`src/design/h264rtp_pkg.sv`:
```
// Shared types and constants of the H.264 RTP FU-A packetiser.
package h264rtp_pkg;

	localparam int STAMP_W    = 32;
	localparam int TICKS_W    = 16;
	localparam int MTU_W      = 11;
	localparam int PT_W       = 7;
	localparam int CHAN_W     = 8;
	localparam int SEQ_W      = 16;
	localparam int CFG_IDX_W  = 3;
	localparam int CFG_DATA_W = 32;
	localparam int IDX_W      = 5;
	localparam int DIV_CNT_W  = 5;

	// Configuration register indexes.
	localparam logic [CFG_IDX_W-1:0] CFG_MTU     = 3'd0;
	localparam logic [CFG_IDX_W-1:0] CFG_CYCLE   = 3'd1;
	localparam logic [CFG_IDX_W-1:0] CFG_TICKS   = 3'd2;
	localparam logic [CFG_IDX_W-1:0] CFG_PTYPE   = 3'd3;
	localparam logic [CFG_IDX_W-1:0] CFG_CHANNEL = 3'd4;
	localparam logic [CFG_IDX_W-1:0] CFG_SSRC    = 3'd5;

	// Configuration reset values.
	localparam logic [MTU_W-1:0]   MTU_RESET   = 11'd1400;
	localparam logic [STAMP_W-1:0] CYCLE_RESET = 32'hFFFF_FFFF;
	localparam logic [TICKS_W-1:0] TICKS_RESET = 16'd90;
	localparam logic [PT_W-1:0]    PTYPE_RESET = 7'd96;

	// Packet format constants.
	localparam logic [MTU_W-1:0] MTU_MIN      = 11'd4;
	localparam logic [MTU_W-1:0] FU_OVERHEAD  = 11'd2;
	localparam logic [SEQ_W-1:0] RTP_HDR_LEN  = 16'd12;
	localparam logic [7:0]       FRAME_DOLLAR = 8'h24;
	localparam logic [7:0]       RTP_V2       = 8'h80;
	localparam logic [7:0]       FU_START     = 8'h80;
	localparam logic [7:0]       FU_END       = 8'h40;
	localparam logic [7:0]       NRI_MASK     = 8'h60;
	localparam logic [7:0]       TYPE_MASK    = 8'h1f;
	localparam logic [7:0]       FU_A_TYPE    = 8'd28;
	localparam logic [4:0]       NAL_TYPE_IDR = 5'd5;

	// Byte slots of one transmitted packet.
	localparam logic [IDX_W-1:0] IDX_DOLLAR   = 5'd0;
	localparam logic [IDX_W-1:0] IDX_CHANNEL  = 5'd1;
	localparam logic [IDX_W-1:0] IDX_LEN_HI   = 5'd2;
	localparam logic [IDX_W-1:0] IDX_LEN_LO   = 5'd3;
	localparam logic [IDX_W-1:0] IDX_VER      = 5'd4;
	localparam logic [IDX_W-1:0] IDX_MPT      = 5'd5;
	localparam logic [IDX_W-1:0] IDX_SEQ_HI   = 5'd6;
	localparam logic [IDX_W-1:0] IDX_SEQ_LO   = 5'd7;
	localparam logic [IDX_W-1:0] IDX_TS_3     = 5'd8;
	localparam logic [IDX_W-1:0] IDX_TS_2     = 5'd9;
	localparam logic [IDX_W-1:0] IDX_TS_1     = 5'd10;
	localparam logic [IDX_W-1:0] IDX_TS_0     = 5'd11;
	localparam logic [IDX_W-1:0] IDX_SSRC_3   = 5'd12;
	localparam logic [IDX_W-1:0] IDX_SSRC_2   = 5'd13;
	localparam logic [IDX_W-1:0] IDX_SSRC_1   = 5'd14;
	localparam logic [IDX_W-1:0] IDX_HDR_LAST = 5'd15;
	localparam logic [IDX_W-1:0] IDX_FU_IND   = 5'd16;
	localparam logic [IDX_W-1:0] IDX_FU_HDR   = 5'd17;
	localparam logic [IDX_W-1:0] IDX_DATA     = 5'd18;

	typedef logic [IDX_W-1:0] byte_idx_t;

	typedef enum logic [3:0] {
		S_IDLE = 4'b0001,
		S_DIV  = 4'b0010,
		S_MUL  = 4'b0100,
		S_EMIT = 4'b1000
	} ctrl_state_t;

	typedef struct packed {
		logic      accept;
		logic      div_start;
		logic      mul;
		logic      emit;
		byte_idx_t idx;
	} ctrl_cmd_t;

	typedef struct packed {
		logic acc_out;
		logic acc_hdr;
		logic acc_fu;
		logic div_done;
		logic load_ok;
	} dp_status_t;

endpackage

```
`src/design/h264rtp_rem.sv`:
```
// Iterative remainder unit: one quotient bit per cycle, bypassed when no reduction is needed.
module h264rtp_rem (
	input  logic                              clk,
	input  logic                              arst_n,
	input  logic                              start,
	input  logic [h264rtp_pkg::STAMP_W-1:0]   dividend,
	input  logic [h264rtp_pkg::STAMP_W-1:0]   divisor,
	output logic [h264rtp_pkg::STAMP_W-1:0]   rem,
	output logic                              done
);

	logic [h264rtp_pkg::STAMP_W-1:0]   rem_q;
	logic [h264rtp_pkg::STAMP_W-1:0]   dvd_q;
	logic [h264rtp_pkg::STAMP_W-1:0]   div_q;
	logic [h264rtp_pkg::DIV_CNT_W-1:0] cnt_q;
	logic                              busy_q;
	logic                              done_q;
	logic [h264rtp_pkg::STAMP_W:0]     trial;
	logic [h264rtp_pkg::STAMP_W:0]     trial_sub;
	logic                              bypass;

	// A zero period means no wrap; a stamp already below the period is its own remainder.
	assign bypass    = (divisor == '0) || (dividend < divisor);
	assign trial     = {rem_q, dvd_q[h264rtp_pkg::STAMP_W-1]};
	assign trial_sub = trial - {1'b0, div_q};

	always_ff @(posedge clk or negedge arst_n) begin
		if (!arst_n) begin
			busy_q <= 1'b0;
			done_q <= 1'b0;
			cnt_q  <= '0;
		end else if (start) begin
			busy_q <= !bypass;
			done_q <= bypass;
			cnt_q  <= h264rtp_pkg::DIV_CNT_W'(h264rtp_pkg::STAMP_W - 1);
		end else if (busy_q) begin
			if (cnt_q == '0) begin
				busy_q <= 1'b0;
				done_q <= 1'b1;
			end else begin
				cnt_q <= cnt_q - 1'b1;
			end
		end else begin
			done_q <= 1'b0;
		end
	end

	always_ff @(posedge clk) begin
		if (start) begin
			rem_q <= bypass ? dividend : '0;
			dvd_q <= dividend;
			div_q <= divisor;
		end else if (busy_q) begin
			if (trial >= {1'b0, div_q}) begin
				rem_q <= trial_sub[h264rtp_pkg::STAMP_W-1:0];
			end else begin
				rem_q <= trial[h264rtp_pkg::STAMP_W-1:0];
			end
			dvd_q <= {dvd_q[h264rtp_pkg::STAMP_W-2:0], 1'b0};
		end
	end

	assign rem  = rem_q;
	assign done = done_q;

endmodule

```
`src/design/h264rtp_ctrl.sv`:
```
// Controller state machine: input acceptance, timestamp sequencing and byte slot stepping.
module h264rtp_ctrl (
	input  logic                     clk,
	input  logic                     arst_n,
	input  logic                     nal_valid,
	output logic                     nal_stall,
	input  h264rtp_pkg::dp_status_t  st,
	output h264rtp_pkg::ctrl_cmd_t   cmd
);

	h264rtp_pkg::ctrl_state_t state_q, state_d;
	h264rtp_pkg::byte_idx_t   idx_q, idx_d;
	logic                     fu_q, fu_d;
	logic                     ready;
	logic                     accept;

	// The final data byte of a transaction frees the input in the cycle it is loaded.
	assign ready = (state_q == h264rtp_pkg::S_IDLE) ||
	               ((state_q == h264rtp_pkg::S_EMIT) && (idx_q == h264rtp_pkg::IDX_DATA) &&
	                st.load_ok);
	assign accept    = nal_valid && ready;
	assign nal_stall = !ready;

	assign cmd.accept    = accept;
	assign cmd.div_start = accept && st.acc_hdr;
	assign cmd.mul       = (state_q == h264rtp_pkg::S_MUL);
	assign cmd.emit      = (state_q == h264rtp_pkg::S_EMIT);
	assign cmd.idx       = idx_q;

	always_comb begin
		state_d = state_q;
		idx_d   = idx_q;
		fu_d    = fu_q;
		unique case (state_q)
			h264rtp_pkg::S_IDLE: begin
				state_d = h264rtp_pkg::S_IDLE;
			end
			h264rtp_pkg::S_DIV: begin
				if (st.div_done) begin
					state_d = h264rtp_pkg::S_MUL;
				end
			end
			h264rtp_pkg::S_MUL: begin
				state_d = h264rtp_pkg::S_EMIT;
				idx_d   = h264rtp_pkg::IDX_DOLLAR;
			end
			h264rtp_pkg::S_EMIT: begin
				if (st.load_ok) begin
					if (idx_q == h264rtp_pkg::IDX_DATA) begin
						state_d = h264rtp_pkg::S_IDLE;
					end else if ((idx_q == h264rtp_pkg::IDX_HDR_LAST) && !fu_q) begin
						idx_d = h264rtp_pkg::IDX_DATA;
					end else begin
						idx_d = idx_q + 1'b1;
					end
				end
			end
			default: begin
				state_d = h264rtp_pkg::S_IDLE;
			end
		endcase
		if (accept) begin
			if (!st.acc_out) begin
				state_d = h264rtp_pkg::S_IDLE;
			end else if (st.acc_hdr) begin
				state_d = h264rtp_pkg::S_DIV;
				fu_d    = st.acc_fu;
			end else begin
				state_d = h264rtp_pkg::S_EMIT;
				idx_d   = h264rtp_pkg::IDX_DATA;
			end
		end
	end

	always_ff @(posedge clk or negedge arst_n) begin
		if (!arst_n) begin
			state_q <= h264rtp_pkg::S_IDLE;
			idx_q   <= '0;
			fu_q    <= 1'b0;
		end else begin
			state_q <= state_d;
			idx_q   <= idx_d;
			fu_q    <= fu_d;
		end
	end

endmodule

```
`src/design/h264rtp_datapath.sv`:
```
// Datapath: configuration, packetiser state, per-transaction job, timestamp and output register.
module h264rtp_datapath #(
	parameter int NAL_LENGTH_BITS = 20
) (
	input  logic                                  clk,
	input  logic                                  arst_n,
	input  h264rtp_pkg::ctrl_cmd_t                cmd,
	output h264rtp_pkg::dp_status_t               st,
	input  logic [7:0]                            data_byte,
	input  logic                                  first_of_nal,
	input  logic [NAL_LENGTH_BITS-1:0]            nal_length,
	input  logic [h264rtp_pkg::STAMP_W-1:0]       stamp_ms,
	input  logic                                  cfg_we,
	input  logic [h264rtp_pkg::CFG_IDX_W-1:0]     cfg_index,
	input  logic [h264rtp_pkg::CFG_DATA_W-1:0]    cfg_data,
	output logic                                  pkt_valid,
	input  logic                                  pkt_stall,
	output logic [7:0]                            out_byte,
	output logic                                  last_of_packet,
	output logic                                  marker,
	output logic                                  key_frame
);

	localparam int NB = NAL_LENGTH_BITS;
	localparam int MW = h264rtp_pkg::MTU_W;

	// Configuration registers.
	logic [MW-1:0]                         mtu_q;
	logic [h264rtp_pkg::STAMP_W-1:0]       cycle_q;
	logic [h264rtp_pkg::TICKS_W-1:0]       ticks_q;
	logic [h264rtp_pkg::PT_W-1:0]          ptype_q;
	logic [h264rtp_pkg::CHAN_W-1:0]        chan_q;
	logic [h264rtp_pkg::STAMP_W-1:0]       ssrc_q;

	// Packetiser state.
	logic [NB-1:0]                         bo_q;
	logic [h264rtp_pkg::SEQ_W-1:0]         seq_q;
	logic [7:0]                            nh_q;
	logic                                  fs_q;
	logic [MW-1:0]                         pr_q;
	logic [h264rtp_pkg::STAMP_W-1:0]       ts_q;

	// Job latched at acceptance.
	logic [7:0]                            job_byte_q;
	logic [h264rtp_pkg::SEQ_W-1:0]         job_seq_q;
	logic [MW-1:0]                         job_plen_q;
	logic                                  job_hdr_mark_q;
	logic                                  job_hdr_key_q;
	logic                                  job_data_last_q;
	logic                                  job_data_mark_q;
	logic                                  job_data_key_q;
	logic [7:0]                            job_fu_ind_q;
	logic [7:0]                            job_fu_hdr_q;

	// Output register.
	logic                                  out_valid_q;
	logic [7:0]                            out_byte_q;
	logic                                  out_last_q;
	logic                                  out_mark_q;
	logic                                  out_key_q;

	logic [NB-1:0]                         len_eff;
	logic [MW-1:0]                         mtu_eff;
	logic [MW-1:0]                         chunk;
	logic [NB-1:0]                         chunk_ext;
	logic                                  first_big;
	logic                                  active;
	logic                                  frag_hdr;
	logic                                  data_go;
	logic [NB-1:0]                         rest;
	logic                                  rest_last;
	logic [MW-1:0]                         size;
	logic [MW-1:0]                         pr_eff;
	logic [NB:0]                           mark_sum;
	logic                                  c_mark;
	logic                                  c_key;
	logic [MW-1:0]                         pr_dec;
	logic [7:0]                            fu_hdr;
	logic [7:0]                            fu_ind;
	logic                                  b_key;
	logic [MW-1:0]                         b_pr;
	logic [h264rtp_pkg::STAMP_W-1:0]       rem;
	logic                                  rem_done;
	logic [h264rtp_pkg::STAMP_W+h264rtp_pkg::TICKS_W-1:0] product;
	logic [h264rtp_pkg::SEQ_W-1:0]         rtp_len;
	logic                                  load;
	logic [7:0]                            sel_byte;
	logic                                  sel_data;

	h264rtp_rem u_rem (
		.clk      (clk),
		.arst_n   (arst_n),
		.start    (cmd.div_start),
		.dividend (stamp_ms),
		.divisor  (cycle_q),
		.rem      (rem),
		.done     (rem_done)
	);

	// Decision for the item presented at the input.
	assign len_eff   = (nal_length == '0) ? NB'(1) : nal_length;
	assign mtu_eff   = (mtu_q < h264rtp_pkg::MTU_MIN) ? h264rtp_pkg::MTU_MIN : mtu_q;
	assign chunk     = mtu_eff - h264rtp_pkg::FU_OVERHEAD;
	assign chunk_ext = NB'(chunk);
	assign first_big = len_eff > chunk_ext;
	assign active    = (bo_q != '0) && (bo_q < len_eff);
	assign frag_hdr  = active && (pr_q == '0) && fs_q;
	assign data_go   = active && ((pr_q != '0) || fs_q);
	assign rest      = len_eff - bo_q;
	assign rest_last = rest <= chunk_ext;
	assign size      = rest_last ? rest[MW-1:0] : chunk;
	assign pr_eff    = (pr_q == '0) ? size : pr_q;
	assign mark_sum  = {1'b0, bo_q} + (NB+1)'(pr_eff);
	assign c_mark    = mark_sum >= {1'b0, len_eff};
	assign c_key     = !fs_q && ((nh_q[4:0]) == h264rtp_pkg::NAL_TYPE_IDR);
	assign pr_dec    = pr_eff - 1'b1;
	assign fu_hdr    = (rest_last ? h264rtp_pkg::FU_END :
	                   ((bo_q == NB'(1)) ? h264rtp_pkg::FU_START : 8'h00)) |
	                   (nh_q & h264rtp_pkg::TYPE_MASK);
	assign fu_ind    = (nh_q & h264rtp_pkg::NRI_MASK) + h264rtp_pkg::FU_A_TYPE;
	assign b_key     = (data_byte[4:0] == h264rtp_pkg::NAL_TYPE_IDR);
	assign b_pr      = len_eff[MW-1:0] - 1'b1;

	assign st.acc_out  = first_of_nal ? !first_big : data_go;
	assign st.acc_hdr  = first_of_nal ? !first_big : frag_hdr;
	assign st.acc_fu   = !first_of_nal && frag_hdr;
	assign st.div_done = rem_done;
	assign st.load_ok  = !out_valid_q || !pkt_stall;

	always_ff @(posedge clk or negedge arst_n) begin
		if (!arst_n) begin
			mtu_q   <= h264rtp_pkg::MTU_RESET;
			cycle_q <= h264rtp_pkg::CYCLE_RESET;
			ticks_q <= h264rtp_pkg::TICKS_RESET;
			ptype_q <= h264rtp_pkg::PTYPE_RESET;
			chan_q  <= '0;
			ssrc_q  <= '0;
		end else if (cfg_we) begin
			unique case (cfg_index)
				h264rtp_pkg::CFG_MTU:     mtu_q   <= cfg_data[MW-1:0];
				h264rtp_pkg::CFG_CYCLE:   cycle_q <= cfg_data[h264rtp_pkg::STAMP_W-1:0];
				h264rtp_pkg::CFG_TICKS:   ticks_q <= cfg_data[h264rtp_pkg::TICKS_W-1:0];
				h264rtp_pkg::CFG_PTYPE:   ptype_q <= cfg_data[h264rtp_pkg::PT_W-1:0];
				h264rtp_pkg::CFG_CHANNEL: chan_q  <= cfg_data[h264rtp_pkg::CHAN_W-1:0];
				h264rtp_pkg::CFG_SSRC:    ssrc_q  <= cfg_data[h264rtp_pkg::STAMP_W-1:0];
				default: begin
				end
			endcase
		end
	end

	assign product = rem * ticks_q;

	always_ff @(posedge clk or negedge arst_n) begin
		if (!arst_n) begin
			bo_q  <= '0;
			seq_q <= '0;
			nh_q  <= '0;
			fs_q  <= 1'b0;
			pr_q  <= '0;
			ts_q  <= '0;
		end else begin
			if (cmd.mul) begin
				ts_q <= product[h264rtp_pkg::STAMP_W-1:0];
			end
			if (cmd.accept) begin
				if (first_of_nal) begin
					nh_q <= data_byte;
					bo_q <= NB'(1);
					fs_q <= first_big;
					if (first_big) begin
						pr_q <= '0;
					end else begin
						pr_q  <= b_pr;
						seq_q <= seq_q + 1'b1;
					end
				end else if (data_go) begin
					pr_q <= pr_dec;
					bo_q <= bo_q + 1'b1;
					if (frag_hdr) begin
						seq_q <= seq_q + 1'b1;
					end
				end
			end
		end
	end

	always_ff @(posedge clk) begin
		if (cmd.accept) begin
			job_byte_q      <= data_byte;
			job_seq_q       <= seq_q;
			job_plen_q      <= first_of_nal ? len_eff[MW-1:0] : size + h264rtp_pkg::FU_OVERHEAD;
			job_hdr_mark_q  <= first_of_nal ? 1'b1 : rest_last;
			job_hdr_key_q   <= first_of_nal ? b_key : 1'b0;
			job_data_last_q <= first_of_nal ? (b_pr == '0) : (pr_dec == '0);
			job_data_mark_q <= first_of_nal ? 1'b1 : c_mark;
			job_data_key_q  <= first_of_nal ? b_key : c_key;
			job_fu_ind_q    <= fu_ind;
			job_fu_hdr_q    <= fu_hdr;
		end
	end

	assign rtp_len = h264rtp_pkg::SEQ_W'(job_plen_q) + h264rtp_pkg::RTP_HDR_LEN;

	always_comb begin
		sel_data = 1'b0;
		unique case (cmd.idx)
			h264rtp_pkg::IDX_DOLLAR:  sel_byte = h264rtp_pkg::FRAME_DOLLAR;
			h264rtp_pkg::IDX_CHANNEL: sel_byte = chan_q;
			h264rtp_pkg::IDX_LEN_HI:  sel_byte = rtp_len[15:8];
			h264rtp_pkg::IDX_LEN_LO:  sel_byte = rtp_len[7:0];
			h264rtp_pkg::IDX_VER:     sel_byte = h264rtp_pkg::RTP_V2;
			h264rtp_pkg::IDX_MPT:     sel_byte = {job_hdr_mark_q, ptype_q};
			h264rtp_pkg::IDX_SEQ_HI:  sel_byte = job_seq_q[15:8];
			h264rtp_pkg::IDX_SEQ_LO:  sel_byte = job_seq_q[7:0];
			h264rtp_pkg::IDX_TS_3:    sel_byte = ts_q[31:24];
			h264rtp_pkg::IDX_TS_2:    sel_byte = ts_q[23:16];
			h264rtp_pkg::IDX_TS_1:    sel_byte = ts_q[15:8];
			h264rtp_pkg::IDX_TS_0:    sel_byte = ts_q[7:0];
			h264rtp_pkg::IDX_SSRC_3:  sel_byte = ssrc_q[31:24];
			h264rtp_pkg::IDX_SSRC_2:  sel_byte = ssrc_q[23:16];
			h264rtp_pkg::IDX_SSRC_1:  sel_byte = ssrc_q[15:8];
			h264rtp_pkg::IDX_HDR_LAST: sel_byte = ssrc_q[7:0];
			h264rtp_pkg::IDX_FU_IND:  sel_byte = job_fu_ind_q;
			h264rtp_pkg::IDX_FU_HDR:  sel_byte = job_fu_hdr_q;
			default: begin
				sel_byte = job_byte_q;
				sel_data = 1'b1;
			end
		endcase
	end

	assign load = cmd.emit && st.load_ok;

	always_ff @(posedge clk or negedge arst_n) begin
		if (!arst_n) begin
			out_valid_q <= 1'b0;
		end else if (load) begin
			out_valid_q <= 1'b1;
		end else if (!pkt_stall) begin
			out_valid_q <= 1'b0;
		end
	end

	always_ff @(posedge clk) begin
		if (load) begin
			out_byte_q <= sel_byte;
			out_last_q <= sel_data && job_data_last_q;
			out_mark_q <= sel_data ? job_data_mark_q : job_hdr_mark_q;
			out_key_q  <= sel_data ? job_data_key_q : job_hdr_key_q;
		end
	end

	assign pkt_valid      = out_valid_q;
	assign out_byte       = out_byte_q;
	assign last_of_packet = out_last_q;
	assign marker         = out_mark_q;
	assign key_frame      = out_key_q;

endmodule

```
`src/design/h264_rtp_fua_packetizer.sv`:
```
// Top level of the H.264 RTP FU-A packetiser with interleaved framing.
//
//  Channel  Handshake              Carries
//  nal      nal_valid / nal_stall  data_byte, first_of_nal, nal_length, stamp_ms
//  pkt      pkt_valid / pkt_stall  out_byte, last_of_packet, marker, key_frame
//  cfg      cfg_we                 cfg_index, cfg_data
//
// A NAL byte continuing an open packet has no header; the next follows at once unless pkt stalls.
// A byte that opens a packet first waits for the remainder unit and the multiplier, then emits
// the 18 header bytes (16 without FU bytes); the remainder unit is bypassed when the stamp is
// below cycle_ms and otherwise resolves one bit per cycle.
// Reset returns the packetiser state and the configuration to their defaults.
// A stall on pkt holds the output register, and nal is stalled while a packet header is built.
module h264_rtp_fua_packetizer #(
	parameter int NAL_LENGTH_BITS = 20
) (
	input  logic                                  clk,
	input  logic                                  arst_n,
	input  logic                                  nal_valid,
	output logic                                  nal_stall,
	input  logic [7:0]                            data_byte,
	input  logic                                  first_of_nal,
	input  logic [NAL_LENGTH_BITS-1:0]            nal_length,
	input  logic [h264rtp_pkg::STAMP_W-1:0]       stamp_ms,
	output logic                                  pkt_valid,
	input  logic                                  pkt_stall,
	output logic [7:0]                            out_byte,
	output logic                                  last_of_packet,
	output logic                                  marker,
	output logic                                  key_frame,
	input  logic                                  cfg_we,
	input  logic [h264rtp_pkg::CFG_IDX_W-1:0]     cfg_index,
	input  logic [h264rtp_pkg::CFG_DATA_W-1:0]    cfg_data
);

	h264rtp_pkg::ctrl_cmd_t  cmd;
	h264rtp_pkg::dp_status_t st;

	h264rtp_ctrl u_ctrl (
		.clk       (clk),
		.arst_n    (arst_n),
		.nal_valid (nal_valid),
		.nal_stall (nal_stall),
		.st        (st),
		.cmd       (cmd)
	);

	h264rtp_datapath #(
		.NAL_LENGTH_BITS (NAL_LENGTH_BITS)
	) u_datapath (
		.clk            (clk),
		.arst_n         (arst_n),
		.cmd            (cmd),
		.st             (st),
		.data_byte      (data_byte),
		.first_of_nal   (first_of_nal),
		.nal_length     (nal_length),
		.stamp_ms       (stamp_ms),
		.cfg_we         (cfg_we),
		.cfg_index      (cfg_index),
		.cfg_data       (cfg_data),
		.pkt_valid      (pkt_valid),
		.pkt_stall      (pkt_stall),
		.out_byte       (out_byte),
		.last_of_packet (last_of_packet),
		.marker         (marker),
		.key_frame      (key_frame)
	);

endmodule

```
`config.mk`:
```
export PLATFORM = sky130hd
export DESIGN_NAME = h264_rtp_fua_packetizer
export DESIGN_NICKNAME = d
export VERILOG_FILES = /design/src/design/h264rtp_pkg.sv /design/src/design/h264rtp_rem.sv /design/src/design/h264rtp_ctrl.sv /design/src/design/h264rtp_datapath.sv /design/src/design/h264_rtp_fua_packetizer.sv
export SDC_FILE = /design/constraint.sdc
export NUM_CORES = 2
export LEC_CHECK = 0
export BUFFER_PORTS_ARGS = -buffer_cell sky130_fd_sc_hd__buf_4
export CAP_MARGIN = 20
export CORE_MARGIN = 2
export CORE_UTILIZATION = 54
export DETAILED_ROUTE_END_ITERATION = 8
export PLACE_DENSITY = 0.67
export SLEW_MARGIN = 20
export SYNTH_ARGS = -nofsm -noshare
export SYNTH_HDL_FRONTEND = slang
export SYNTH_SLANG_ARGS = --single-unit
```
`constraint.sdc`:
```
create_clock -name clk -period 15.35 [get_ports clk]
set_clock_uncertainty 0.05 [all_clocks]
set_input_delay 0.7675 -clock clk [delete_from_list [all_inputs] [get_ports clk]]
set_output_delay 0.7675 -clock clk [all_outputs]
set_load 0.01 [all_outputs]
```
**Word level (Yosys, flattened, before mapping)**

Cells that the tools add are included.

- Register bits after elaboration: 374
- Bits of input ports: 101
- Output and inout bits: 13
- Logic and storage cells: 201

- Add/subtract/negate cells: 13
- Multipliers: 1
- $lt $le $gt $ge: 7
- Equal/unequal tests: 37
- Multiplexer cells: 55
- Bitwise gates (word level): 1
- Reduce and logical (&&, ||, !) cells: 51

Operator list:

| cell | number |
|---|---|
| 32-bit 2-to-1 mux | 6 |
| 8-bit one-hot mux with 18 select lines | 1 |
| 11-bit 2-to-1 mux | 7 |
| 16-bit 2-to-1 mux | 4 |
| 20-bit 2-to-1 mux | 3 |
| 5-bit 2-to-1 mux | 9 |
| 5-bit by 4-bit equality test with 1-bit output (second input constant) | 8 |
| 33-bit by 32-bit greater-or-equal comparator with 1-bit output | 1 |
| 11-bit zero test | 3 |
| 32-bit zero test | 1 |
| 32-bit less-than comparator | 1 |
| 32-bit by 16-bit multiplier with 32-bit output | 1 |
| 32-bit subtractor | 1 |
| 5-bit by 3-bit equality test with 1-bit output (second input constant) | 6 |
| 4-bit 2-to-1 mux | 6 |
| 11-bit by 1-bit subtractor with 11-bit output (second input constant) | 2 |
| 20-bit by 11-bit adder with 21-bit output | 1 |
| 21-bit by 20-bit greater-or-equal comparator with 1-bit output | 1 |
| 20-bit by 1-bit adder with 20-bit output (second input constant) | 1 |
| 20-bit by 1-bit equality test with 1-bit output (second input constant) | 1 |
| 20-bit by 11-bit > comparator with 1-bit output | 1 |
| 20-bit by 11-bit less-or-equal comparator with 1-bit output | 1 |
| 20-bit zero test | 1 |
| 20-bit less-than comparator | 1 |
| other kinds (41) | 97 |

**Longest topological paths before layout**

- Depth in word-level cells: 10
- Mapped depth: 46

**By module**

Synthesis repeated with hierarchy kept, for this count alone.

- Cell total of the unflattened synthesis: 3490
- Area total of the unflattened synthesis: 34244.1 um^2

By module, submodules not included:

| module | instances | cells an instance | area each (um^2) | sequential area each (um^2) |
|---|---|---|---|---|
| h264rtp_datapath | 1 | 2752 | 26525.4 | 6711.4 |
| h264rtp_rem | 1 | 666 | 7034.2 | 3057.9 |
| h264rtp_ctrl | 1 | 72 | 684.4 | 251.5 |

**Worst setup path after synthesis**

OpenSTA, ideal clock, no wires.

- Path kind: input to register
- Start point: in nal_length[4]
- End point: reg u_datapath.job_data_mark_q, data pin
- Setup time: 0.275 ns
- Arrival: 8.601 ns
- Data required time: 15.025 ns
- Setup slack: 6.425 ns
- Cell stages on the path: 45
- Path buffers: 2
- Path through: inv_1 > nand3_1 > nor4_1 > a41oi_1 > ha_1 > fa_1 > nand2b_1 > a21o_1 > nand2_1 > a21o_1 > a21oi_1 > xnor2_1 > ha_1 > o21ai_0 > a21oi_1 > o31a_1 > o21ai_0 > o2111ai_2 > [... 9 more ...] > a21oi_1 > nor2_1 > nor2_1 > o21ai_0 > a21o_1 > a21oi_1 > nor2b_1 > o21a_1 > o21a_1 > o21ai_0 > nor2_1 > xnor2_1 > ha_1 > and4_1 > a21oi_1 > nand2_1 > a31oi_1 > o21ai_0

- Cells in the longest elaborated chain, start to end: 8

RTL lines:

| item | line | source |
|---|---|---|
| start: declaration | h264_rtp_fua_packetizer.sv:23 | `input logic [NAL_LENGTH_BITS-1:0] nal_length,` |
| 20-bit zero test | h264rtp_datapath.sv:101 | `assign len_eff = (nal_length == '0) ? NB'(1) : nal_length;` |
| 20-bit 2-to-1 mux (*) | h264rtp_datapath.sv:101 |  |
| 20-bit subtractor | h264rtp_datapath.sv:109 | `assign rest = len_eff - bo_q;` |
| 20-bit by 11-bit less-or-equal comparator with 1-bit output | h264rtp_datapath.sv:110 | `assign rest_last = rest <= chunk_ext;` |
| 11-bit 2-to-1 mux | h264rtp_datapath.sv:111 | `assign size = rest_last ? rest[MW-1:0] : chunk;` |
| 11-bit 2-to-1 mux | h264rtp_datapath.sv:112 | `assign pr_eff = (pr_q == '0) ? size : pr_q;` |
| 20-bit by 11-bit adder with 21-bit output | h264rtp_datapath.sv:113 | `assign mark_sum = {1'b0, bo_q} + (NB+1)'(pr_eff);` |
| 21-bit by 20-bit greater-or-equal comparator with 1-bit output (*) | h264rtp_datapath.sv:114 | `assign c_mark = mark_sum >= {1'b0, len_eff};` |
| end signal: assignment | h264rtp_datapath.sv:196 | `job_data_mark_q <= first_of_nal ? 1'b1 : c_mark;` |
| end: declaration | h264rtp_datapath.sv:50 | `logic job_data_mark_q;` |

Mark *: on every way between the ends. The rest lies on a longest branch, timed or not.
A chain may end at the register's enable or synchronous reset.

**Final worst setup path**

- Start point: reg u_datapath.mtu_q[9]
- End point: reg u_datapath.job_data_mark_q, data pin

- Cells in the longest elaborated chain, start to end: 8

RTL lines:

| item | line | source |
|---|---|---|
| start: declaration | h264rtp_datapath.sv:28 | `logic [MW-1:0] mtu_q;` |
| start signal: assignment | h264rtp_datapath.sv:132 | `mtu_q <= h264rtp_pkg::MTU_RESET;` |
| start signal: assignment | h264rtp_datapath.sv:140 | `h264rtp_pkg::CFG_MTU: mtu_q <= cfg_data[MW-1:0];` |
| 11-bit by 3-bit less-than comparator with 1-bit output | h264rtp_datapath.sv:102 | `assign mtu_eff = (mtu_q < h264rtp_pkg::MTU_MIN) ? h264rtp_pkg::MTU_MIN : mtu_q;` |
| 11-bit 2-to-1 mux (*) | h264rtp_datapath.sv:102 |  |
| 11-bit by 2-bit subtractor with 11-bit output (*) | h264rtp_datapath.sv:103 | `assign chunk = mtu_eff - h264rtp_pkg::FU_OVERHEAD;` |
| 20-bit by 11-bit less-or-equal comparator with 1-bit output | h264rtp_datapath.sv:110 |  |
| 11-bit 2-to-1 mux (*) | h264rtp_datapath.sv:111 |  |
| 11-bit 2-to-1 mux (*) | h264rtp_datapath.sv:112 |  |
| 20-bit by 11-bit adder with 21-bit output (*) | h264rtp_datapath.sv:113 |  |
| 21-bit by 20-bit greater-or-equal comparator with 1-bit output (*) | h264rtp_datapath.sv:114 |  |

Marks and branches as above.

==> run_results.csv <==
group,metric,value,unit
cts,cts_resized,0,
detailed_routing,drt_iter0_markers,2189,
global_routing,overflow,0,
synthesis,ys_ff_latch,367,
synthesis,synth_top_cell_by_area,"fa_1",
cts,clock_latency,0.58,ns
global_routing,grt_max_degree,84,
critical_path,worstSetupStartpoint,"u_datapath.mtu_q[9]$_DFFE_PN0P_",
detailed_routing,detail-route-antenna-nets,0,
floorplanning,start_util,54.8,%
critical_path,cpMostUsedCell,"a21oi_1",
critical_path,required,15.59,ns
synthesis,synth-seq-area-share,30.2,%
synthesis,synth_edf_count,156,
synthesis,netlist_area,0.0331,mm2
critical_path,r2r_slack,4.90,ns
sta,hold_violations,0,
global_routing,track_usage,33.1,%
cells_and_area,layout.nets,4213,
cells_and_area,drive_above_1_share,10.8,%
critical_path,arrival,10.68,ns
detailed_routing,vias,26500,
synthesis,syn_nets,4167,
synthesis,synth_area_leaders,"fa_1 (19%), edfxtp_1 (14%), dfrtp_1 (13%)",
synthesis,yosysWarnings,0,
cts,clockBufferDepth,3,
sta,max_slew.worst_pin.slew,1.20,ns
detailed_routing,drcViolationCount,0,
status,status,"complete, no violations",
cts,cts_tree,"done",
cts,ctsHoldBuffers,0,
critical_path,timing.rr.end,"u_datapath.job_data_mark_q$_SDFFCE_PP1P_",
sta,fin_crit,10.45,ns
critical_path,path_max_fanout,20,
sta,tns,0,ns
cells_and_area,seq_area,0.0100,mm2
sta,setup-violations-final,0,
detailed_routing,wl_per_cell,23.3,um
critical_path,cp_slowest_cell,"o21ai_0",
job,maxCapViolCount,0,
global_routing,grt_first_pass_wirelength,160000,um
floorplanning,fp.dieArea,0.0634,mm2
cts,clkSlewWorstSetupHoldPaths,0.06,ns
detailed_routing,post_drt_via_cell_ratio,6.01,
floorplanning,dieHeight,252,um
floorplanning,io_pins,114,
synthesis,avgSynthCellArea,9.37,um2
cells_and_area,utilization,59.9,%
global_routing,antenna_found_initial,5,
placed_design,gp_congestion,0.947,
placed_design,hpwl,78400,um
critical_path,crit_type,"register to register",
detailed_routing,drtPass1Iterations,5,
critical_path,cp_num_buf_inv,2,
floorplanning,core_area,0.0605,mm2
critical_path,setup.worst_path.start_class,"register",
sta,relSlewSlack,19.6,%
sta,finalCritPeriodShare,68.1,%
synthesis,synth_top_cell_area_share,18.5,%
synthesis,synth.distinct_cells,83,
critical_path,slowest_delay,0.63,ns
cells_and_area,area_delta_synth_final,9.37,%
critical_path,cp.depth,38,
critical_path,r2r_cells,38,
synthesis,async_flop_share,57.5,%
cells_and_area,final_cell_mix,"nand2_1 (591), inv_1 (473), fa_1 (307)",
cts,numClockSinks,367,
floorplanning,rows,90,
sta,rsz0062_at_grt,"false",
synthesis,synthCells,3539,
critical_path,path_delay_family,"compound AO/OA/AOI/OAI gates",
cts,postCtsSetupBuffers,0,
sta,slew_viol_final,0,
cells_and_area,fill_cells,5286,
cells_and_area,final_common_cell,"nand2_1",
cts,htreeDepth,2,
critical_path,endpoint,"u_datapath.job_data_mark_q$_SDFFCE_PP1P_",
worst_hold_path,hp-class,"input port to asynchronous set/reset pin",
global_routing,grt_pass1_vias,26900,
floorplanning,die_w,252,um
placed_design,portBuffers,113,
cts,cts-root-buf,"clkbuf_16",
synthesis,synth_ff_type,"dfrtp_1",
detailed_routing,finalWirelength,103000,um
cells_and_area,multi_input_area,0.0208,mm2
cts,cts_buffers,42,
sta,max_freq,95.7,MHz
critical_path,r2r-start,"u_datapath.mtu_q[9]$_DFFE_PN0P_",
critical_path,worstSetupEndpointType,"register",
## cells by family (layout without fill, tap and decap cells)
kind of cell    Yosys count  count (layout)  synth area share, %
simple gates           1149            1149                 16.1
buf+inv                 633             712                 7.18
compound gates          594             594                 11.8
fa+ha+maj               527             527                 26.8
flops                   367             367                 30.2
xor+xnor                174             174                 4.60
mux                      95              95                 3.19
other cells               0               1                    0
## area by class of cell
type	count	area share, %
Antenna cell	1	0.00690
Timing Repair Buffer	161	3.37
Tap cell	782	2.70
Clock inverter	17	0.604
Clock buffer	60	3.34
Sequential cell	367	27.6
Inverter	474	4.91
Multi-Input combinational cell	2539	57.4
## synthesized netlist by cell type, types with 7 or more instances
master / count
ha_1: 220
a22oi_1: 33
xnor2_1: 125
a211o_1: 9
o211ai_1: 8
dfstp_2: 45
a211oi_1: 13
fa_1: 307
o21bai_1: 17
nor2b_1: 24
nor2_1: 132
nand3_1: 57
a21o_1: 67
nand4_1: 31
nand2b_1: 30
or3_1: 11
mux2i_1: 11
nor4_1: 30
dfrtp_1: 166
edfxtp_1: 156
and3_1: 23
buf_1: 8
nand2_1: 591
a221oi_1: 11
o31a_1: 7
o22ai_1: 30
o21ai_0: 140
a21oi_1: 134
nor3_1: 56
nor3b_1: 11
and2_1: 118
a31oi_1: 13
inv_1: 473
clkbuf_1: 148
a22o_1: 10
xor2_1: 49
o31ai_1: 8
mux2_2: 84
o21a_1: 22
## through the flow
stage	worst slack, ns	hold slack [ns]	cell area [um2]	cells
5_1_grt	4.24	0.201	36200	4400
2_1_floorplan	6.42	0.375	33100	3539
6_report	4.90	0.122	36200	4401
3_5_place_dp	4.41	0.399	34800	4322
4_1_cts	4.92	0.172	36200	4399
3_3_place_gp	4.56	0.389	34800	4322
## state kept, by name, summed over array words and instances, names as in the netlist, 16 cells and up
name                    flops
u_datapath.bo_q            20
u_datapath.cycle_q         32
u_datapath.job_seq_q       16
u_datapath.seq_q           16
u_datapath.ssrc_q          32
u_datapath.ticks_q         16
u_datapath.ts_q            32
u_datapath.u_rem.div_q     32
u_datapath.u_rem.dvd_q     32
u_datapath.u_rem.rem       32
## metal layers
layer / share of wire [%] / track usage (%) / routed length [um] / up-vias
met5: 0.025 / 0 / 26 / -
li1: - / - / - / 11900
met4: 3.7 / 11.3 / 3810 / 4
met1: 43 / 46.7 / 43900 / 13300
met2: 45 / 51.9 / 46400 / 1110
met3: 8.3 / 5.90 / 8490 / 204
## worst min-delay path by stage
stage / from / end / slack, ns / depth (start not counted)
3_3_place_gp: u_datapath.nh_q[5]$_DFFE_PN0P_ / u_datapath.job_fu_ind_q[5]$_DFFE_PP_ / 0.39 / 0
3_5_place_dp: u_datapath.nh_q[5]$_DFFE_PN0P_ / u_datapath.job_fu_ind_q[5]$_DFFE_PP_ / 0.40 / 0
5_1_grt: arst_n / u_datapath.bo_q[18]$_DFFE_PN0P_ / 0.20 / 1
2_1_floorplan: u_datapath.nh_q[5]$_DFFE_PN0P_ / u_datapath.job_fu_ind_q[5]$_DFFE_PP_ / 0.37 / 0
6_report: arst_n / u_datapath.bo_q[18]$_DFFE_PN0P_ / 0.12 / 1
4_1_cts: arst_n / u_datapath.bo_q[18]$_DFFE_PN0P_ / 0.17 / 1
Power is left out: the tool's default activity adds up to more than one toggle a clock period on the data nets, which glitch-free logic cannot reach.
